===== src/rtl/core/lru_pkg.sv =====
// Shared types and constants for the LRU tag store.
`default_nettype none
package lru_pkg;
    localparam int ENTRIES    = 16;
    localparam int KEY_WIDTH  = 64;
    localparam int IDX_W      = $clog2(ENTRIES);
    localparam int CNT_W      = $clog2(ENTRIES + 1);
    localparam logic [31:0] COUNT_MAX = 32'hFFFF_FFFF;

    localparam logic [2:0] ACT_GET      = 3'd0;
    localparam logic [2:0] ACT_PUT      = 3'd1;
    localparam logic [2:0] ACT_CONTAINS = 3'd2;
    localparam logic [2:0] ACT_REMOVE   = 3'd3;
    localparam logic [2:0] ACT_CLEAR    = 3'd4;
    localparam logic [2:0] ACT_RESIZE   = 3'd5;

    typedef struct packed {
        logic [2:0]  action;
        logic [63:0] key;
        logic [4:0]  new_capacity;
    } lru_in_t;

    typedef struct packed {
        logic        hit;
        logic [3:0]  slot;
        logic [4:0]  entry_count;
        logic [31:0] hit_count;
        logic [31:0] miss_count;
    } lru_out_t;

    // controller -> datapath commands
    typedef struct packed {
        logic load;      // capture input item
        logic exec;      // apply main action
        logic evict;     // drop least recent entry
        logic finish;    // build result
    } lru_cmd_t;

    // datapath -> controller status
    typedef struct packed {
        logic need_evict;
    } lru_sts_t;
endpackage
`default_nettype wire


===== src/rtl/core/lru_tag_store.sv =====
// Top level of the LRU tag store.
//
// Fully associative tag store with least-recently-used replacement.
// s_ channel: one item (action, key, new_capacity) per transfer.
// m_ channel: one result per item (hit, slot, entry_count, counters).
// The result is registered after an eviction check state, then an
// execute state. Each put at capacity or shrinking resize passes
// through the evict state once per evicted entry (the single-victim evict step).
// One item is in work at a time; the next is taken once the result
// register is free or being drained in the same cycle.
// Reset (aresetn low, synchronous) empties the table, zeroes the
// counters and sets capacity to the full entry count.
// If the receiver stalls, the result holds and no new item is taken.
`default_nettype none
module lru_tag_store (
    input  wire logic             aclk,
    input  wire logic             aresetn,
    input  wire logic             s_valid,
    output logic                  s_ready,
    input  wire lru_pkg::lru_in_t s_data,
    output logic                  m_valid,
    input  wire logic             m_ready,
    output lru_pkg::lru_out_t     m_data
);
    import lru_pkg::*;

    lru_cmd_t cmd;
    lru_sts_t sts;

    lru_ctrl u_ctrl (
        .aclk, .aresetn, .s_valid, .s_ready, .m_valid, .m_ready, .sts, .cmd
    );

    lru_dpath u_dpath (
        .aclk, .aresetn, .s_data, .cmd, .sts, .m_data
    );
endmodule
`default_nettype wire


===== src/rtl/core/lru_ctrl.sv =====
// Controller state machine for the LRU tag store.
`default_nettype none
module lru_ctrl (
    input  wire logic            aclk,
    input  wire logic            aresetn,
    input  wire logic            s_valid,
    output logic                 s_ready,
    output logic                 m_valid,
    input  wire logic            m_ready,
    input  wire lru_pkg::lru_sts_t sts,
    output lru_pkg::lru_cmd_t    cmd
);
    import lru_pkg::*;

    localparam logic [1:0] ST_IDLE  = 2'd0;
    localparam logic [1:0] ST_EVICT = 2'd1;
    localparam logic [1:0] ST_EXEC  = 2'd2;

    logic [1:0] state_reg, state_next;
    logic       mval_reg, mval_next;

    // accept when idle and the output slot is free or draining
    assign s_ready = (state_reg == ST_IDLE) && (!mval_reg || m_ready);
    assign m_valid = mval_reg;

    always_comb begin
        state_next = state_reg;
        mval_next  = mval_reg;
        cmd        = '0;
        if (mval_reg && m_ready) begin
            mval_next = 1'b0;
        end
        case (state_reg)
            ST_IDLE: begin
                if (s_valid && s_ready) begin
                    cmd.load   = 1'b1;
                    state_next = ST_EVICT;
                end
            end
            ST_EVICT: begin
                if (sts.need_evict) begin
                    cmd.evict = 1'b1;
                end else begin
                    state_next = ST_EXEC;
                end
            end
            ST_EXEC: begin
                cmd.exec   = 1'b1;
                cmd.finish = 1'b1;
                mval_next  = 1'b1;
                state_next = ST_IDLE;
            end
            default: state_next = ST_IDLE;
        endcase
    end

    always_ff @(posedge aclk) begin
        if (!aresetn) begin
            state_reg <= ST_IDLE;
            mval_reg  <= 1'b0;
        end else begin
            state_reg <= state_next;
            mval_reg  <= mval_next;
        end
    end

    // result only appears out of the execute state
    assert property (@(posedge aclk) disable iff (!aresetn)
        $rose(mval_reg) |-> $past(state_reg) == ST_EXEC)
        else $error("result without execute");
    // no new item while a result is stuck
    assert property (@(posedge aclk) disable iff (!aresetn)
        (mval_reg && !m_ready) |-> !s_ready)
        else $error("accept over stalled result");
    // execute never directly follows idle
    assert property (@(posedge aclk) disable iff (!aresetn)
        state_reg == ST_EXEC |-> $past(state_reg) == ST_EVICT)
        else $error("execute skipped eviction check");
endmodule
`default_nettype wire


===== src/rtl/core/lru_dpath.sv =====
// Datapath of the LRU tag store: tags, ranks, counters and result.
`default_nettype none
module lru_dpath (
    input  wire logic             aclk,
    input  wire logic             aresetn,
    input  wire lru_pkg::lru_in_t s_data,
    input  wire lru_pkg::lru_cmd_t cmd,
    output lru_pkg::lru_sts_t     sts,
    output lru_pkg::lru_out_t     m_data
);
    import lru_pkg::*;

    logic [ENTRIES-1:0]   valid_reg;
    logic [KEY_WIDTH-1:0] key_reg [ENTRIES];
    logic [IDX_W-1:0]     rank_reg [ENTRIES];
    logic [CNT_W-1:0]     cap_reg, total_reg;
    logic [31:0]          hits_reg, miss_reg;
    lru_in_t              item_reg;
    logic                 hit_out_reg;
    logic [3:0]           slot_out_reg;

    logic [ENTRIES-1:0]   match, lru_sel;
    logic                 found, have_free;
    logic [IDX_W-1:0]     found_idx, free_idx, lru_idx, found_rank, lru_rank;
    logic [CNT_W-1:0]     rcap;
    logic                 is_put_miss;

    // saturated resize capacity
    always_comb begin
        rcap = item_reg.new_capacity[CNT_W-1:0];
        if (item_reg.new_capacity == 5'd0) rcap = CNT_W'(1);
        if (32'(item_reg.new_capacity) > ENTRIES) rcap = CNT_W'(ENTRIES);
    end

    // parallel compare, free and least-recent search
    always_comb begin
        found = 1'b0; found_idx = '0; have_free = 1'b0; free_idx = '0;
        lru_idx = '0; match = '0; lru_sel = '0;
        for (int i = ENTRIES - 1; i >= 0; i--) begin
            match[i]   = valid_reg[i] &&
                         key_reg[i] == item_reg.key[KEY_WIDTH-1:0];
            lru_sel[i] = valid_reg[i] &&
                         CNT_W'(rank_reg[i]) + CNT_W'(1) == total_reg;
            if (match[i])   begin found = 1'b1; found_idx = IDX_W'(i); end
            if (!valid_reg[i]) begin have_free = 1'b1; free_idx = IDX_W'(i); end
            if (lru_sel[i]) lru_idx = IDX_W'(i);
        end
        found_rank = rank_reg[found_idx];
        lru_rank   = rank_reg[lru_idx];
    end

    assign is_put_miss = item_reg.action == ACT_PUT && !found;
    assign sts.need_evict = total_reg != '0 &&
        ((is_put_miss && total_reg >= cap_reg) ||
         (item_reg.action == ACT_RESIZE && total_reg > rcap));

    always_ff @(posedge aclk) begin
        if (!aresetn) begin
            valid_reg <= '0;
            cap_reg   <= CNT_W'(ENTRIES);
            total_reg <= '0;
            hits_reg  <= '0;
            miss_reg  <= '0;
        end else if (cmd.evict) begin
            // drop least recent, close the rank gap
            valid_reg[lru_idx] <= 1'b0;
            total_reg <= total_reg - CNT_W'(1);
            for (int i = 0; i < ENTRIES; i++)
                if (valid_reg[i] && rank_reg[i] > lru_rank)
                    rank_reg[i] <= rank_reg[i] - IDX_W'(1);
        end else if (cmd.exec) begin
            case (item_reg.action)
                ACT_GET, ACT_PUT: begin
                    if (found) begin
                        for (int i = 0; i < ENTRIES; i++)
                            if (valid_reg[i] && rank_reg[i] < found_rank)
                                rank_reg[i] <= rank_reg[i] + IDX_W'(1);
                        rank_reg[found_idx] <= '0;
                        if (item_reg.action == ACT_GET && hits_reg != COUNT_MAX)
                            hits_reg <= hits_reg + 32'd1;
                    end else if (item_reg.action == ACT_GET) begin
                        if (miss_reg != COUNT_MAX) miss_reg <= miss_reg + 32'd1;
                    end else if (have_free) begin
                        for (int i = 0; i < ENTRIES; i++)
                            if (valid_reg[i]) rank_reg[i] <= rank_reg[i] + IDX_W'(1);
                        valid_reg[free_idx] <= 1'b1;
                        key_reg[free_idx]   <= item_reg.key[KEY_WIDTH-1:0];
                        rank_reg[free_idx]  <= '0;
                        total_reg <= total_reg + CNT_W'(1);
                    end
                end
                ACT_REMOVE: begin
                    if (found) begin
                        valid_reg[found_idx] <= 1'b0;
                        total_reg <= total_reg - CNT_W'(1);
                        for (int i = 0; i < ENTRIES; i++)
                            if (valid_reg[i] && rank_reg[i] > found_rank)
                                rank_reg[i] <= rank_reg[i] - IDX_W'(1);
                    end
                end
                ACT_CLEAR: begin
                    valid_reg <= '0;
                    total_reg <= '0;
                    hits_reg  <= '0;
                    miss_reg  <= '0;
                end
                ACT_RESIZE: cap_reg <= rcap;
                default: ;
            endcase
        end
    end

    // item capture and result assembly (payload, no reset)
    always_ff @(posedge aclk) begin
        if (cmd.load) item_reg <= s_data;
        if (cmd.finish) begin
            hit_out_reg  <= (item_reg.action == ACT_GET || item_reg.action == ACT_PUT ||
                             item_reg.action == ACT_CONTAINS ||
                             item_reg.action == ACT_REMOVE) && found;
            slot_out_reg <= '0;
            if ((item_reg.action == ACT_GET || item_reg.action == ACT_PUT) && found)
                slot_out_reg <= 4'(found_idx);
            else if (is_put_miss && have_free)
                slot_out_reg <= 4'(free_idx);
        end
    end

    // counters are live state, final after exec
    assign m_data.hit         = hit_out_reg;
    assign m_data.slot        = slot_out_reg;
    assign m_data.entry_count = 5'(total_reg);
    assign m_data.hit_count   = hits_reg;
    assign m_data.miss_count  = miss_reg;

    // a key is never held twice
    assert property (@(posedge aclk) disable iff (!aresetn)
        $countones(match) <= 1) else $error("duplicate key");
    // occupancy matches valid bits
    assert property (@(posedge aclk) disable iff (!aresetn)
        $countones(valid_reg) == 32'(total_reg)) else $error("count mismatch");
    // eviction only with a least recent entry present
    assert property (@(posedge aclk) disable iff (!aresetn)
        cmd.evict |-> $onehot(lru_sel)) else $error("no victim");
endmodule
`default_nettype wire


===== config.mk =====
export PLATFORM = sky130hd
export DESIGN_NAME = lru_tag_store
export DESIGN_NICKNAME = d
export VERILOG_FILES = /design/src/rtl/core/lru_pkg.sv /design/src/rtl/core/lru_tag_store.sv /design/src/rtl/core/lru_ctrl.sv /design/src/rtl/core/lru_dpath.sv
export SDC_FILE = /design/constraint.sdc
export NUM_CORES = 2
export LEC_CHECK = 0
export BUFFER_PORTS_ARGS = -buffer_cell sky130_fd_sc_hd__buf_2
export CAP_MARGIN = 20
export CORE_UTILIZATION = 50
export CTS_CLUSTER_SIZE = 10
export DETAILED_ROUTE_END_ITERATION = 10
export PLACE_DENSITY_LB_ADDON = 0.08
export SLEW_MARGIN = 40
export SYNTH_ARGS = -nofsm -noshare
export SYNTH_HDL_FRONTEND = slang
export SYNTH_SLANG_ARGS = --single-unit

===== constraint.sdc =====
create_clock -name aclk -period 11.7 [get_ports aclk]
set_input_delay 3.51 -clock aclk [delete_from_list [all_inputs] [get_ports aclk]]
set_output_delay 3.51 -clock aclk [all_outputs]
set_load 0.05 [all_outputs]

Word level (Yosys, flattened, before mapping):

Memories as Yosys holds them, arrays and structs flattened.
Index checks and enable logic that the tools add are counted.

* memories kept: 2
* logic and storage cells: 963
* output and inout bits: 76
* input port bits: 76
* bits in writable memories: 1088
* register bits after elaboration: 170

* $lt $le $gt $ge: 57
* bitwise gates (word level): 54
* reduce and logical (&&, ||, !) cells: 116
* multiplexer cells: 618
* equality and inequality tests: 52
* $add $sub $neg: 52

Memories
* u_dpath.key_reg: words 16, width 64, read ports 16, clocked after memory_dff 0, write ports 1, RTL line lru_dpath.sv:14 `logic [KEY_WIDTH-1:0] key_reg [ENTRIES];`
* u_dpath.rank_reg: words 16, width 4, read ports 18, clocked after memory_dff 0, write ports 17, RTL line lru_dpath.sv:15 `logic [IDX_W-1:0] rank_reg [ENTRIES];`

Operators with widths (number)
* equality test 64 bit: 16
* 2-to-1 mux 1 bit: 489
* 2-to-1 mux 4 bit: 100
* 2-to-1 mux 32 bit: 5
* > comparator 4 bit: 32
* one-hot mux 32 bit (2 select lines): 2
* 2-to-1 mux 16 bit: 6
* logical AND 1 bit: 94
* adder 4 x 1 -> 5 bit (second input constant): 16
* equality test 5 bit: 16
* adder 32 x 1 -> 32 bit (second input constant): 2
* adder 4 x 1 -> 4 bit (second input constant): 16
* < comparator 4 bit: 16
* != test 32 bit (second input constant): 2
* subtractor 4 x 1 -> 4 bit (second input constant): 16
* OR 1 bit: 48
* one-hot mux 16 bit (3 select lines): 1
* 2-to-1 mux 5 bit: 8
* AND 16 bit: 2
* inverter 16 bit: 2
* OR 16 bit: 1
* < comparator 4 x 5 -> 1 bit (second input constant): 3
* one-hot mux 5 bit (3 select lines): 1
* demux 1 bit (select 4 bit): 3
* other kinds (32): 52

Depth between registers and ports, before layout:

* depth after elaboration: 31
* gate-level depth with buffers: 31
* depth with buffers taken out: 26

By module:

A second synthesis with hierarchy kept.

* cells, all modules: 5789
* area, all modules: 66916.7 um^2

Modules (own cells, without submodules)
* lru_dpath: cells an instance 5774, seq. area each 36144.7 um^2, area an instance 66756.5 um^2, times used 1
* lru_ctrl: cells an instance 15, seq. area each 60.1 um^2, area an instance 160.2 um^2, times used 1

Worst setup path after synthesis:

OpenSTA, ideal clock, no wires.

* kind: input -> register
* start point: in aresetn
* end point: mem u_dpath.key_reg[11][0], enable pin
* library setup time: 0.565 ns
* arrival: 8.908 ns
* cell stages on the path: 6
* data required time: 11.135 ns
* buffers on the path: 2
* slack: 2.227 ns
* path through: clkbuf_1 > nand2_1 > nor3_1 > clkbuf_1 > nand2_1 > nor3_1

* word-level cells in the longest chain between the ends: 2

Ends and longest elaborated chain
* from (decl): RTL line lru_tag_store.sv:17 `input wire logic aresetn,`
* 2-to-1 mux 1 bit: RTL line lru_dpath.sv:58 `if (!aresetn) begin`
* 2-to-1 mux 1 bit (implied by the code): RTL line lru_dpath.sv:87 `key_reg[free_idx] <= item_reg.key[KEY_WIDTH-1:0];`
* to (decl): RTL line lru_dpath.sv:14

Every way passes these cells.

==> impl_metrics.tcl <==
set metrics [dict create \
    post-cts-setup-buffers 0 \
    skew_ps 36.2 \
    root_buffer "clkbuf_16" \
    ys_seq_elements 1258 \
    grt_pass1_vias 47100 \
    coreArea_um2 131000 \
    routed_via_density 6.42 \
    hpwl_um 163000 \
    hold_depth 0 \
    min_to "u_dpath.key_reg[10][1]" \
    grt_use_total_pct 35.4 \
    largest_reg_flops 1024 \
    die-area_um2 134000 \
    cp_max_fo 22 \
    outcome "completed" \
    ant_nets 0 \
    place.gp.congestion 1.01 \
    clk_pin_slew_worst_paths_ps 50 \
    fp.dieW_um 366 \
    fp.dieH_um 366 \
    cts-htree-levels 4 \
    ys_top_cells_by_area "edfxtp_1, xnor2_1, dfxtp_1, nand2b_1, nand4_1" \
    drtIter0Drc 6810 \
    worstMarginPinSlew_ps 995 \
    drive_gt1_share_pct 10.1 \
    area_growth_pct 11.8 \
    synth_top_family_by_area "simple AND/OR/NAND/NOR gates" \
    antenna_found_initial 13 \
    cts_tree "built" \
    required_ps 12320 \
    postCtsHoldBufs 0 \
    rows 133 \
    synth_mux_area_share_pct 0.927 \
    first_pass_iters 6 \
    end_kind "flop" \
    crit_slowest_cell "edfxtp_1" \
    synth_simple_gate_area_share_pct 19.6 \
    placed_cells 7505 \
    syn_area_per_cell_um2 11.7 \
    nFillCells 11100 \
    overflow 0 \
    async_flop_share_pct 0 \
    critPathKind "reg2reg" \
    reg2regPathDepth 27 \
    wl_met2_um 109000 \
    fin_crit_sh_pct 72.6 \
    maxSlewViolCount 0 \
    nNetsFinal 6159 \
    crit_family "simple AND/OR/NAND/NOR gates" \
    yosys_warnings 0 \
    grt_max_degree 65 \
    synthFlopType "edfxtp_1" \
    clkLatencyLatePin_ps 800 \
    layoutNonFillerInstCount 7715 \
    cp_num_buf_inv 2 \
    synth_compound_area_share_pct 5.95 \
    rrSetupSlack_ps 3200 \
    period_needed_ps 8500 \
    cts_buffers 149 \
    port_buffers 151 \
    hp-start "u_dpath.item_reg[6]" \
    start_util_pct 50.4 \
    synth_top_area_share_pct 49.9 \
    synth_edf_count 1101 \
    rsz0062_at_grt "no" \
    cts-resized-gates 0 \
    synth_fp_nets 5916 \
    slew_headroom_pct 33.0 \
    drv_cap 0 \
    fin_setup_tns_ps 0 \
    synthXorXnorAreaFrac_pct 12.6 \
    r2r_start "u_dpath.item_reg[29]" \
    grt_pass1_wl_um 341000 \
    powerDensity_nw_per_um2 135 \
    drcViolationCount 0 \
    ir_worst_vdd_mv 0.142 \
    setup_viol 0 \
    netlist_area_um2 66200 \
    max_stage_delay_ps 890 \
    vias 49500 \
    wl_met1_um 96800 \
    clock_sinks 1258 \
    dr_wl_met3_um 21200 \
    cts_buffer_depth 3 \
    cp-start-kind "flop" \
    drt-total-wl_um 241000 \
    seq_area_frac_synth_pct 54.6 \
    r2r-end "u_dpath.rank_reg[12][3]" \
    fmax_mhz 118 \
    synth_area_leader_cell "edfxtp_1" \
    synth_commonest_cells "edfxtp_1, xnor2_1, nand2b_1, nand4_1, xor2_1" \
    yosysUniqueCellTypes 103 \
    synth-adder-area-share_pct 3.48 \
    io_pins 152 \
    top_layer_used "met5" \
    hold_viol 0 \
    avgRoutedWirePerCell_um 31.3 \
    crit_arrival_ps 9120 \
    p_leak_nw 24.7 \
    synthMostInstantiatedCell "edfxtp_1" \
    synth_cells 5658 \
    hp-class "reg2reg" \
]
[layer usage]
layer,track usage (%),up-vias
met2,55.7,2796
met3,5.83,644
li1,-,21500
met4,18.3,4
met5,0,-
met1,47.3,24500
[cell usage in the layout (no fill, tap or decap), drive strengths merged, types with 21 or more instances in the layout]
master / count
nand3: 167
nand4: 440
a21oi: 104
nand2: 219
ha: 178
nor3: 118
nand2b: 492
nand4b: 27
nor2b: 89
dfxtp: 157
o21a: 34
and3: 27
o21ai: 110
clkbuf: 181
nor4b: 28
or4: 35
nor2: 288
nor4: 173
and4: 23
o211ai: 28
xor2: 312
edfxtp: 1101
and2: 23
mux2i: 40
or3: 31
xnor2: 642
buf: 329
o2111ai: 67
inv: 152
clkinv: 21
o22ai: 37
[final cells by class]
| cell class | instances | area, um^2 | share of cell area (%) |
|---|---|---|---|
| Clock buffer | 181 | 3940 | 5.32 |
| Antenna cell | 5 | 12.5 | 0.0169 |
| Inverter | 150 | 563 | 0.760 |
| Clock inverter | 24 | 295 | 0.399 |
| Tap cell | 1755 | 2200 | 2.96 |
| Sequential cell | 1258 | 36200 | 48.9 |
| Timing Repair Buffer | 329 | 2400 | 3.24 |
| Multi-Input combinational cell | 4013 | 28500 | 38.4 |
[through the flow]
stage / util (%) / hold WS (ps) / total power, mW / worst slack (ps) / cell area, um^2
final: 56.4 / 498 / 9.99 / 3200 / 74100
after global routing: 56.4 / 513 / 10.2 / 2890 / 74100
after CTS: 56.3 / 502 / 10.0 / 3260 / 74000
after detailed placement: 53.1 / 491 / 5.83 / 3280 / 69800
after global placement: 52.9 / 480 / 5.83 / 2990 / 69500
after floorplan: - / 465 / 5.47 / 2230 / 66200
[logic make-up after synthesis]
logic type	after synthesis
DFF	1258
buffers and inverters	387
xor gates and xnor gates	954
adders and majority gates	182
AOI/OAI and AO/OA	564
muxes	55
and+or+nand+nor	2258
[how the worst max path moves through the flow]
| stage | start | to | slack, ps | cells past startpoint |
|---|---|---|---|---|
| floorplan | aresetn | u_dpath.key_reg[11][0] | 2230 | 6 |
| global placement | u_dpath.item_reg[46] | u_dpath.rank_reg[12][3] | 2990 | 27 |
| detailed placement | u_dpath.item_reg[29] | u_dpath.rank_reg[12][3] | 3280 | 27 |
| CTS | u_dpath.item_reg[29] | u_dpath.rank_reg[12][3] | 3260 | 27 |
| global route | u_dpath.item_reg[38] | u_dpath.rank_reg[12][3] | 2890 | 27 |
| finish | u_dpath.item_reg[29] | u_dpath.rank_reg[12][3] | 3200 | 27 |
[worst register-to-register path: stages, from the launching register on]
cell       delay [ps]
edfxtp_1          890
buf_4             540
xnor2_1           260
nor4b_1           370
nand4_1           120
or4_1             510
o32ai_2           330
a31oi_1           200
o221ai_2          420
a31oi_2           290
nor2_2            600
a2111oi_0         160
or4_1             550
a211o_2           560
ha_1              400
nor2b_1           130
o21ai_0            90
nand2b_1           80
a21oi_1            70
or3_1             350
o22a_1            240
inv_1             140
ha_1              250
a21o_1            170
a21oi_1           170
mux2i_1           230
xnor2_1           140
nor2_1             50
[power by group]
part / internal, mW / total, mW / switching [mW]
Clock: 2.39 / 4.23 / 1.84
Combinational: 0.225 / 0.816 / 0.591
Sequential: 4.92 / 4.94 / 0.0268
Total: 7.53 / 9.99 / 2.46
Note: power is estimated with default switching activity, not from simulation.
